==> config.mk <==
export PLATFORM = sky130hd
export DESIGN_NAME = btop_cell
export DESIGN_NICKNAME = d
export VERILOG_FILES = /design/src/design/assert_macros.svh /design/src/design/btop_pkg.sv /design/src/design/btop_cell.sv
export SDC_FILE = /design/constraint.sdc
export NUM_CORES = 2
export LEC_CHECK = 0
export BUFFER_PORTS_ARGS = -buffer_cell sky130_fd_sc_hd__buf_2
export CAP_MARGIN = 0
export CELL_PAD_IN_SITES_DETAIL_PLACEMENT = 1
export CELL_PAD_IN_SITES_GLOBAL_PLACEMENT = 2
export CORE_MARGIN = 3
export CORE_UTILIZATION = 35
export CTS_BUF_LIST = sky130_fd_sc_hd__clkbuf_16
export DETAILED_ROUTE_END_ITERATION = 10
export GPL_TIMING_DRIVEN = 0
export PLACE_DENSITY = 0.81
export RECOVER_POWER = 25
export SYNTH_ARGS = -nofsm -noshare
export SYNTH_HDL_FRONTEND = slang
export SYNTH_SLANG_ARGS = --single-unit
==> constraint.sdc <==
create_clock -name clk_i -period 11.55 [get_ports clk_i]
set_clock_uncertainty 0.2 [all_clocks]
set_input_delay 0.5775 -clock clk_i [delete_from_list [all_inputs] [get_ports clk_i]]
set_output_delay 0.5775 -clock clk_i [all_outputs]
set_load 0.05 [all_outputs]
==> src/design/assert_macros.svh <==
// Assertion macros used by the binomial pricer sequencer
`ifndef ASSERT_MACROS_SVH
`define ASSERT_MACROS_SVH

// same-cycle implication
`define ASSERT_IMP(lbl, clk, rstn, a, b) \
  lbl: assert property (@(posedge clk) disable iff (!(rstn)) (a) |-> (b)) \
    else $error("assertion lbl failed");

// next-cycle implication
`define ASSERT_NXT(lbl, clk, rstn, a, b) \
  lbl: assert property (@(posedge clk) disable iff (!(rstn)) (a) |=> (b)) \
    else $error("assertion lbl failed");

`endif

==> src/design/btop_pkg.sv <==
// Types and constants of the binomial option pricer
package btop_pkg;

  localparam int unsigned DefMaxSteps = 256;

  localparam logic [63:0] HalfQ30 = 64'd1 << 29;
  localparam logic [30:0] OneQ30  = 31'd1 << 30;

  localparam logic [2:0] RegPut    = 3'd0;
  localparam logic [2:0] RegStrike = 3'd1;
  localparam logic [2:0] RegUp     = 3'd2;
  localparam logic [2:0] RegDown   = 3'd3;
  localparam logic [2:0] RegProb   = 3'd4;
  localparam logic [2:0] RegDisc   = 3'd5;
  localparam logic [2:0] RegSteps  = 3'd6;

  typedef enum logic [2:0] {
    OP_HOLD,
    OP_LOAD,
    OP_LEAF,
    OP_PAYOFF,
    OP_MIX0,
    OP_MIX1,
    OP_DISC
  } cell_op_e;

  typedef struct packed {
    logic        is_put;
    logic [31:0] strike;
    logic [31:0] up;
    logic [31:0] down;
    logic [30:0] prob;
    logic [30:0] prob_c;
    logic [30:0] disc;
  } cfg_t;

  typedef struct packed {
    cell_op_e    op;
    logic [31:0] coef;
    logic [31:0] coef_alt;
    logic [31:0] strike;
    logic        is_put;
    logic [31:0] spot;
  } cell_ctl_t;

endpackage

==> src/design/btop_cell.sv <==
// One node cell of the tree row: leaf price, payoff and backward induction
module btop_cell import btop_pkg::*; #(
  parameter int unsigned MaxSteps = DefMaxSteps,
  parameter int unsigned Index    = 0,
  localparam int unsigned CntW    = $clog2(MaxSteps + 1)
) (
  input  logic            clk_i,
  input  logic            rst_ni,
  input  cell_ctl_t       ctl_i,
  input  logic [CntW-1:0] step_i,
  input  logic [CntW-1:0] steps_i,
  input  logic [31:0]     nb_value_i,
  input  logic            nb_sat_i,
  output logic [31:0]     value_o,
  output logic            sat_o
);

  localparam logic [CntW:0] IdxC = (CntW + 1)'(Index);

  logic [31:0] v_q, v_d;
  logic [63:0] p_q, p_d;
  logic        sat_q, sat_d;
  logic [31:0] op_a, op_b;
  logic [63:0] op_c, prod;
  logic        clamp, use_down, live_leaf, live_lvl;
  logic [31:0] rnd, payoff;

  assign use_down  = (({1'b0, step_i} + IdxC) < {1'b0, steps_i});
  assign live_leaf = (IdxC <= {1'b0, steps_i});
  assign live_lvl  = (IdxC < {1'b0, step_i});

  always_comb begin
    op_a = v_q;
    op_b = ctl_i.coef;
    op_c = HalfQ30;
    case (ctl_i.op)
      OP_LEAF: op_b = use_down ? ctl_i.coef : ctl_i.coef_alt;
      OP_MIX0: op_c = '0;
      OP_MIX1: begin
        op_a = nb_value_i;
        op_c = p_q + HalfQ30;
      end
      default: ;
    endcase
  end

  assign prod  = 64'(op_a) * 64'(op_b) + op_c;
  assign clamp = |prod[63:62];
  assign rnd   = clamp ? '1 : prod[61:30];

  always_comb begin
    if (ctl_i.is_put) begin
      payoff = (ctl_i.strike > v_q) ? ctl_i.strike - v_q : '0;
    end else begin
      payoff = (v_q > ctl_i.strike) ? v_q - ctl_i.strike : '0;
    end
  end

  always_comb begin
    v_d   = v_q;
    p_d   = p_q;
    sat_d = sat_q;
    case (ctl_i.op)
      OP_LOAD: begin
        v_d   = ctl_i.spot;
        sat_d = 1'b0;
      end
      OP_LEAF: begin
        v_d   = rnd;
        sat_d = sat_q | (clamp & live_leaf);
      end
      OP_PAYOFF: v_d = payoff;
      OP_MIX0:   p_d = prod;
      OP_MIX1:   v_d = prod[61:30];
      OP_DISC: begin
        v_d   = rnd;
        sat_d = sat_q | nb_sat_i | (clamp & live_lvl);
      end
      default: ;
    endcase
  end

  always_ff @(posedge clk_i) begin
    v_q <= v_d;
    p_q <= p_d;
  end

  always_ff @(posedge clk_i or negedge rst_ni) begin
    if (!rst_ni) begin
      sat_q <= 1'b0;
    end else begin
      sat_q <= sat_d;
    end
  end

  assign value_o = v_q;
  assign sat_o   = sat_q;

endmodule

==> reports/metrics.cfg <==
[setup_path]
crit_top_cell = fa_1
slowest_stage = fa_1
startpoint_type = input pin
end_kind = register
critical_path_class = input pin to register
cp_max_fo = 10
critPathArrivalTime_ns = 11.35
slowest_delay_ns = 0.60
cp.required_ns = 11.51

[layout]
multi_input_area_sq_um = 37100
syn_to_final_growth_pct = 11.0
final_util_pct = 39.3
drive_above_1_share_pct = 10.9
design_area_sq_um = 49500
fill_cells = 15094
fin_nets = 7037
seqCellArea_sq_um = 2910

[global_routing]
grt_start_max_net_pins = 28
grt_pass1_wl_microns = 312000
grt_usage_pct = 33.4
grt_overflow = 0
antenna_found_initial = 25
grt_pass1_vias = 43607

[clock_network]
numCtsBuffers = 9
clockRootBuffer = clkbuf_16
cts.reportedPaths.clkPinSlew_ns = 0.11
clock-sinks = 97
cts_buffer_depth = 2
cts_tree = done
cts_max_level = 3
clkLatencyLatePin_ns = 0.45

[sta]
fin_crit_ns = 11.39
hold_violations = 0
fmax_mhz = 87.8
tightestPinTransition_ns = 1.40
setup_viol = 0
slew_headroom_pct = 6.26
finalSetupTns_ns = 0
period_share_pct = 98.7
setup_slack_ns = 0.156
slew_viol_final = 0
rsz0062_at_grt = true

[route]
drt_wl_total_microns = 219000
wl_met3_microns = 19500
routed.top_layer = met5
ant_nets = 0
drc = 0
wl_per_cell_microns = 30.2
vias = 40735
drt-met1-wl_microns = 89600
routed_via_density = 5.62
drt_iter0_markers = 3903
dr_wl_met2_microns = 95500
dr.pass1.iters = 5

[status]
status = finished, final reports clean

[min_path]
hp-class = input pin to asynchronous set/reset pin

[placed_design]
io_buffers = 216
dpl-instance-area_sq_um = 48100
dp_worst_setup_slack_ns = -3.75
gp_congestion = 1.05
dp_hpwl_microns = 189000

[flow_run]
cap_violations = 0

[yosys]
ys_ff_latch = 97
yosysUniqueCellTypes = 84
synth_nets = 6798
synth_ff_type = edfxtp_1
synth-async-reset-ratio_pct = 1.03
syn_area_sq_um = 44600
yosys_warnings = 0
synth_edf_count = 96
avgSynthCellArea_sq_um = 8.36
ys_seq_area_share_pct = 6.51
syn_inst = 5336

[floorplanning]
die_h_microns = 363
dieArea_sq_um = 132000
core_sq_um = 126000
rows = 130
die_w_microns = 363
pin_count = 218
start_util_pct = 35.4

## Yosys cell counts, drive strengths merged (17+ instances only)
cell | number | area share (%)
a211oi | 33 | 0.61
a21o | 121 | 2.0
a21oi | 211 | 2.4
a221o | 19 | 0.43
a22oi | 17 | 0.29
a31oi | 52 | 0.73
and3 | 87 | 1.2
buf | 62 | 0.70
clkbuf | 229 | 1.9
edfxtp | 96 | 6.5
fa | 961 | 43
ha | 316 | 8.9
inv | 1134 | 9.5
nand2 | 710 | 6.0
nand2b | 56 | 0.78
nand3 | 119 | 1.4
nand4 | 31 | 0.43
nor2 | 588 | 4.9
nor2b | 20 | 0.28
nor3 | 26 | 0.29
o211ai | 17 | 0.32
o21ai | 99 | 1.1
o21bai | 25 | 0.42
o221ai | 17 | 0.33
or2 | 30 | 0.42
xnor2 | 50 | 0.98
xor2 | 39 | 0.77
## area by class of cell
cell class,count,share of cell area [%]
diodes,16,0.0808
clock buffers,9,0.455
repair buffers,252,3.00
well taps,1650,4.17
plain buffers,267,2.86
flip-flops and latches,97,5.87
multi-input cells,3814,74.8
clock inverters,7,0.189
inverters,1134,8.59
## path summary, 6_finish.rpt
path,to,slack [ns],start,cells after the start
setup / recovery,value_o[25],0.16,step_i[1],42
hold / removal,sat_o,0.23,rst_ni,2
setup reg to reg,value_o[25],1.04,value_o[12],31
hold reg to reg,sat_o,0.44,sat_o,2
max in group asynchronous,sat_o,10.81,rst_ni,2
min in group clk_i,value_o[2],0.26,ctl_i[2],3
## critical path, delay by kind of cell
family | cells | cell delay [ns]
fa+ha+maj | 10 | 4.73
simple gates | 4 | 0.87
compound gates | 15 | 3.27
buf+inv | 13 | 1.84
## flip-flops by register name, indices dropped and copies added (netlist names)
| signal | count |
|---|---|
| p_q | 64 |
| value_o | 32 |
| sat_o | 1 |
## layout by cell type (no fill, tap or decap), types with 12 or more instances in the layout
cell type,netlist,routed
inv_1,1134,1134
fa_1,961,961
nand2_1,710,706
nor2_1,588,581
ha_1,316,309
buf_2,41,216
a21oi_1,210,172
clkbuf_1,227,118
a21o_1,121,114
edfxtp_1,96,96
clkbuf_2,1,92
nand3_1,111,87
o21ai_0,91,87
and3_1,87,80
nand2b_1,56,56
a31oi_1,52,52
xnor2_1,50,50
xor2_1,39,39
buf_4,1,35
a21oi_2,1,34
nand4_1,31,31
or2_2,30,30
a211oi_1,30,22
o21bai_1,25,22
clkbuf_4,1,21
nand3_2,8,20
nor2b_1,20,20
nor3_1,26,20
a221o_1,19,19
o221ai_1,17,17
diode_2,0,16
o211ai_1,16,16
a22oi_1,17,16
buf_6,3,14
and2_1,14,14
a221oi_1,14,14
o22ai_1,13,13
nand3_4,0,12
## per-stage QoR
step	hold WS [ns]	std cells
after global routing	0.234	7241
after global placement	0.154	7202
after detailed placement	0.159	7218
final	0.231	7246
after floorplan	0.0819	5336
after CTS	0.229	7230
## metal layers
metal / up-vias / global-route usage (%)
met2: 1793 / 50.8
li1: 16979 / -
met1: 21514 / 44.2
met5: - / 0
met3: 435 / 7.16
met4: 14 / 18.5
## what timing repair did
action,4_1_cts,5_1_grt
hold endpoints to repair,1,0
pin swaps,4,14
endpoints found under the setup margin,70,43
gates resized for setup,245,132
cloned,0,0
setup buffers,12,7
hold buffers,1,0
## cell families after synthesis
| group | share of synthesized area [%] |
|---|---|
| buffers and inverters | 12.2 |
| AO/OA/AOI/OAI | 10.9 |
| flip-flops | 6.51 |
| multiplexers | 0.0477 |
| AND/OR/NAND/NOR | 16.7 |
| adder cells (fa/ha/maj) | 52.0 |
| XOR/XNOR | 1.75 |
Power is left out: the tool's default activity adds up to more than one toggle a clock period on the data nets, which glitch-free logic cannot reach.
