$ cat config.mk
export PLATFORM = sky130hd
export DESIGN_NAME = btop_ctrl
export DESIGN_NICKNAME = d
export VERILOG_FILES = /design/src/design/btop_pkg.sv /design/src/design/btop_ctrl.sv
export VERILOG_INCLUDE_DIRS = /design/src /design/src/design
export SDC_FILE = /design/constraint.sdc
export NUM_CORES = 1
export LEC_CHECK = 0
export ABC_AREA = 1
export BUFFER_PORTS_ARGS = -buffer_cell sky130_fd_sc_hd__buf_2
export CAP_MARGIN = 0
export CORE_AREA = 2 2 147 149
export CTS_CLUSTER_SIZE = 14
export DETAILED_ROUTE_END_ITERATION = 8
export DIE_AREA = 0 0 149 151
export PLACE_DENSITY_LB_ADDON = 0.08
export REMOVE_ABC_BUFFERS = 1
export SYNTH_ARGS = -nofsm -noshare
export SYNTH_HDL_FRONTEND = slang
export SYNTH_SLANG_ARGS = --single-unit
export TNS_END_PERCENT = 20
$ cat constraint.sdc
create_clock -name clk_i -period 2.01 [get_ports clk_i]
set_clock_uncertainty 0.2 [all_clocks]
set_input_delay 0.1005 -clock clk_i [delete_from_list [all_inputs] [get_ports clk_i]]
set_output_delay 0.1005 -clock clk_i [all_outputs]
set_load 0.1 [all_outputs]
$ cat src/design/assert_macros.svh
// Assertion macros used by the binomial pricer sequencer
`ifndef ASSERT_MACROS_SVH
`define ASSERT_MACROS_SVH

// same-cycle implication
`define ASSERT_IMP(lbl, clk, rstn, a, b) \
  lbl: assert property (@(posedge clk) disable iff (!(rstn)) (a) |-> (b)) \
    else $error("assertion lbl failed");

// next-cycle implication
`define ASSERT_NXT(lbl, clk, rstn, a, b) \
  lbl: assert property (@(posedge clk) disable iff (!(rstn)) (a) |=> (b)) \
    else $error("assertion lbl failed");

`endif

$ cat src/design/btop_pkg.sv
// Types and constants of the binomial option pricer
package btop_pkg;

  localparam int unsigned DefMaxSteps = 256;

  localparam logic [63:0] HalfQ30 = 64'd1 << 29;
  localparam logic [30:0] OneQ30  = 31'd1 << 30;

  localparam logic [2:0] RegPut    = 3'd0;
  localparam logic [2:0] RegStrike = 3'd1;
  localparam logic [2:0] RegUp     = 3'd2;
  localparam logic [2:0] RegDown   = 3'd3;
  localparam logic [2:0] RegProb   = 3'd4;
  localparam logic [2:0] RegDisc   = 3'd5;
  localparam logic [2:0] RegSteps  = 3'd6;

  typedef enum logic [2:0] {
    OP_HOLD,
    OP_LOAD,
    OP_LEAF,
    OP_PAYOFF,
    OP_MIX0,
    OP_MIX1,
    OP_DISC
  } cell_op_e;

  typedef struct packed {
    logic        is_put;
    logic [31:0] strike;
    logic [31:0] up;
    logic [31:0] down;
    logic [30:0] prob;
    logic [30:0] prob_c;
    logic [30:0] disc;
  } cfg_t;

  typedef struct packed {
    cell_op_e    op;
    logic [31:0] coef;
    logic [31:0] coef_alt;
    logic [31:0] strike;
    logic        is_put;
    logic [31:0] spot;
  } cell_ctl_t;

endpackage

$ cat src/design/btop_ctrl.sv
// Sequencer that broadcasts cell operations level by level
module btop_ctrl import btop_pkg::*; #(
  parameter int unsigned MaxSteps = DefMaxSteps,
  localparam int unsigned CntW    = $clog2(MaxSteps + 1)
) (
  input  logic            clk_i,
  input  logic            rst_ni,
  input  logic            start_i,
  input  logic [31:0]     spot_i,
  input  cfg_t            cfg_i,
  input  logic [CntW-1:0] steps_i,
  output cell_ctl_t       ctl_o,
  output logic [CntW-1:0] step_o,
  output logic            busy_o,
  output logic            done_o
);

  `include "assert_macros.svh"

  typedef enum logic [2:0] {
    S_IDLE,
    S_LEAF,
    S_PAYOFF,
    S_MIX0,
    S_MIX1,
    S_DISC,
    S_DONE
  } state_e;

  state_e          state_q;
  logic [CntW-1:0] cnt_q;
  logic            accept;

  assign busy_o = (state_q != S_IDLE);
  assign done_o = (state_q == S_DONE);
  assign accept = start_i & ~busy_o;
  assign step_o = cnt_q;

  always_comb begin
    ctl_o.op       = OP_HOLD;
    ctl_o.coef     = cfg_i.down;
    ctl_o.coef_alt = cfg_i.up;
    ctl_o.strike   = cfg_i.strike;
    ctl_o.is_put   = cfg_i.is_put;
    ctl_o.spot     = spot_i;
    case (state_q)
      S_IDLE:   ctl_o.op = accept ? OP_LOAD : OP_HOLD;
      S_LEAF:   ctl_o.op = OP_LEAF;
      S_PAYOFF: ctl_o.op = OP_PAYOFF;
      S_MIX0: begin
        ctl_o.op   = OP_MIX0;
        ctl_o.coef = {1'b0, cfg_i.prob_c};
      end
      S_MIX1: begin
        ctl_o.op   = OP_MIX1;
        ctl_o.coef = {1'b0, cfg_i.prob};
      end
      S_DISC: begin
        ctl_o.op   = OP_DISC;
        ctl_o.coef = {1'b0, cfg_i.disc};
      end
      default: ctl_o.op = OP_HOLD;
    endcase
  end

  always_ff @(posedge clk_i or negedge rst_ni) begin
    if (!rst_ni) begin
      state_q <= S_IDLE;
      cnt_q   <= '0;
    end else begin
      case (state_q)
        S_IDLE: begin
          if (accept) begin
            cnt_q   <= '0;
            state_q <= (steps_i == '0) ? S_PAYOFF : S_LEAF;
          end
        end
        S_LEAF: begin
          if (cnt_q + 1'b1 == steps_i) begin
            state_q <= S_PAYOFF;
          end else begin
            cnt_q <= cnt_q + 1'b1;
          end
        end
        S_PAYOFF: begin
          if (steps_i == '0) begin
            state_q <= S_DONE;
          end else begin
            cnt_q   <= steps_i;
            state_q <= S_MIX0;
          end
        end
        S_MIX0: state_q <= S_MIX1;
        S_MIX1: state_q <= S_DISC;
        S_DISC: begin
          if (cnt_q == CntW'(1)) begin
            state_q <= S_DONE;
          end else begin
            cnt_q   <= cnt_q - 1'b1;
            state_q <= S_MIX0;
          end
        end
        S_DONE:  state_q <= S_IDLE;
        default: state_q <= S_IDLE;
      endcase
    end
  end

  `ASSERT_NXT(accept_goes_busy, clk_i, rst_ni, accept, busy_o)
  `ASSERT_NXT(done_frees, clk_i, rst_ni, done_o, !busy_o)
  `ASSERT_NXT(busy_holds, clk_i, rst_ni, busy_o && !done_o, busy_o)

endmodule

==> results.toml <==
[final_layout]
nets = 862
mostFrequentLayoutCell = "nand2_1"
drive_gt1_frac = 0.4928
final_cell_mix = "nand2_1, buf_2, buf_4"
diodes = 0
fillCellCount = 2419
syn_to_final_growth_pct = 67.14

[detailed_routing]
drcViolationCount = 0
viasPerCell = 4.313
drtAntennaViolNets = 0
drt_iter0_drc = 118
routedWlPerCell_um = 26.65
wirelength_mm = 23.93
dr.pass1.iters = 4
vias = 3873

[synthesis]
ys_warn_count = 0
ys_ff_latch = 12
synthDistinctLibCells = 28
synthCells = 483
syn_area_per_cell_um2 = 5.707
synth_area_um2 = 2756
yosysSeqAreaShare = 0.1089

[power]
power_uw = 9649
peakVddDrop_v = 0.0007252
power_density_nw_per_um2 = 2094
p_leak_uw = 0.002277

[clocking]
cts_tree = "built"
root_buffer = "clkbuf_16"
clock_latency_ns = 0.24
clkSlewWorstSetupHoldPaths_ns = 0.04
htreeDepth = 1
cts_buffers = 3
cts.sinks = 12
clockBufferDepth = 2

[worst_setup_path]
start_kind = "register"
r2r-end = "step_o[6]"
worstSetupEndpointType = "register"
reg2reg_depth = 13
worstPathRequired_ns = 1.98
r2r_slack_ns = -0.06
path_cells = "buf_4 -> ha_4 -> nand2_4 -> inv_2 -> nand2_2 -> nand2_1 -> nand2_1 -> nand3_1 -> nor2_4 -> nand4_4 -> nand2_4 -> nand2_2 -> nand2_2"
critical_path.max_fanout = 6
critPathBufInv = 2
cpLargestDelayFamily = "simple AND/OR/NAND/NOR gates"
cp_slowest_cell = "dfrtp_2"
timing.rr.start = "step_o[1]"
critical_path_arrival_ns = 2.04
cpMostUsedCell = "nand2_2"
slowest_delay_ns = 0.42
crit_type = "reg -> reg"

[timing]
setup_slack_ns = -0.06126
rsz0062_at_grt = "true"
setup_viol = 28
finalSetupTns_ns = -0.7257
slew_violations = 0
period_minus_slack_ns = 2.071
tightestPinTransition_ns = 0.5018
max-slew-margin-rel = 0.6678
max_freq_mhz = 482.8
fin_crit_sh = 1.030
hold_violations = 0

[grt]
top_usage_layer = "met2"
grt_pass1_vias = 3895
use_met3 = 0.2142
grt_pass1_wl_mm = 31.73
antenna_found_initial = 0
grt_usage = 0.2066
grt.overflow.total = 0
grt_max_degree = 33
grt_use_met1 = 0.2233
grtUsageMet2 = 0.2774

[die]
die_y_um = 151
coreArea_um2 = 20820
die-area_um2 = 22500
rows = 53
initial_core_util = 0.1324
io_pins = 377
die_width_um = 149

[worst_hold_path]
whs_endpoint = "ctl_o[37]"
min_path_cells = 0
hold_start = "cfg_i[161]"
hp-class = "in -> out"

[run_status]
status = "finished with violations"
violations = "setup timing"

[place]
preCtsSetupSlack_ns = -0.1300
place.gp.congestion = 0.8103
hpwl_mm = 20.42
numPortBuffers = 182

[job]
drv_cap = 0
-- sequential cells by signal, summed over array words and instances (netlist names) --
register  flops
state_q       3
step_o        9
-- cells in the mapped netlist --
| cell type | number | area [µm²] |
|---|---|---|
| nand2_1 | 191 | 716.9 |
| buf_4 | 98 | 735.7 |
| inv_1 | 34 | 127.6 |
| nand4_1 | 33 | 206.5 |
| nand3_1 | 29 | 145.1 |
| nor2_1 | 22 | 82.58 |
| clkbuf_1 | 12 | 45.04 |
| dfrtp_1 | 12 | 300.3 |
| o21ai_0 | 10 | 50.05 |
| a21oi_1 | 7 | 35.03 |
| o221ai_1 | 5 | 43.79 |
| nand2_2 | 4 | 25.02 |
| nor2_4 | 4 | 45.04 |
| o211ai_1 | 4 | 30.03 |
| ha_1 | 3 | 37.54 |
| nor3_1 | 2 | 10.01 |
| nor4_1 | 2 | 12.51 |
| a32o_1 | 1 | 10.01 |
| inv_2 | 1 | 3.750 |
| nand2_4 | 1 | 11.26 |
| nand3_2 | 1 | 10.01 |
| nand4_4 | 1 | 21.27 |
| nor2_2 | 1 | 6.260 |
| nor3_4 | 1 | 16.27 |
| o21ai_1 | 1 | 5.000 |
| or3_1 | 1 | 6.260 |
| xnor2_1 | 1 | 8.760 |
| xor2_1 | 1 | 8.760 |
-- stage by stage --
stage / std cells / area [µm²] / hold WS (ns) / utilization
floorplan: 373 / 1976 / -0.3951 / -
global route: 898 / 4607 / 0.001579 / 0.2212
global placement: 876 / 4177 / -0.1723 / 0.2006
detailed placement: 876 / 4177 / -0.1781 / 0.2006
finish: 898 / 4607 / 0.001131 / 0.2212
CTS: 893 / 4494 / 0.001681 / 0.2158
-- worst max-delay path by stage --
stage	from	to	slack, ns	cells past startpoint
global placement	step_o[0]	step_o[6]	-0.13	11
floorplan	state_q[1]	ctl_o[128]	-2.80	5
finish	step_o[1]	step_o[6]	-0.06	13
CTS	state_q[1]	ctl_o[114]	-0.06	7
detailed placement	step_o[0]	step_o[6]	-0.13	13
global route	step_o[0]	step_o[1]	-0.18	14
-- cell type report --
type / count / area [µm²] / area share
clock buffer: 3 / 75.07 / 0.01630
timing repair buffer: 245 / 2036 / 0.4419
multi-input combinational: 328 / 1709 / 0.3710
tap: 275 / 344.1 / 0.07469
inverter: 35 / 133.9 / 0.02906
sequential: 12 / 309.0 / 0.06708
-- power by group --
| group | total, µW | switching [µW] | internal (µW) |
|---|---|---|---|
| Combinational | 8800 | 5800 | 3000 |
| Clock | 357 | 98.6 | 259 |
| Sequential | 493 | 135 | 358 |
| Total | 9650 | 6030 | 3620 |
-- kinds of logic (layout without fill, tap and decap cells) --
group,after synthesis,after routing,share of synthesized area
compound gates,28,28,0.06309
xor+xnor,2,2,0.006356
fa+ha+maj,3,3,0.01362
buf+inv,145,283,0.3309
flops,12,12,0.1089
simple gates,293,295,0.4771
-- timing repair --
item	4_1_cts	5_1_grt
setup endpoints to repair	44	44
hold buffers	1	0
pin swaps	23	40
resized for setup	31	27
cloned	3	0
buffers inserted	10	5
hold endpoints to repair	12	0
-- layer usage --
metal  share of wire  routed length [µm]  up-vias
met5           0.015                 363        -
met4          0.0073                 174        8
met3            0.22                5321       23
li1                -                   -     1750
met2            0.38                9185      360
met1            0.37                8888     1732
No activity file was read; power rests on OpenSTA's default activity.
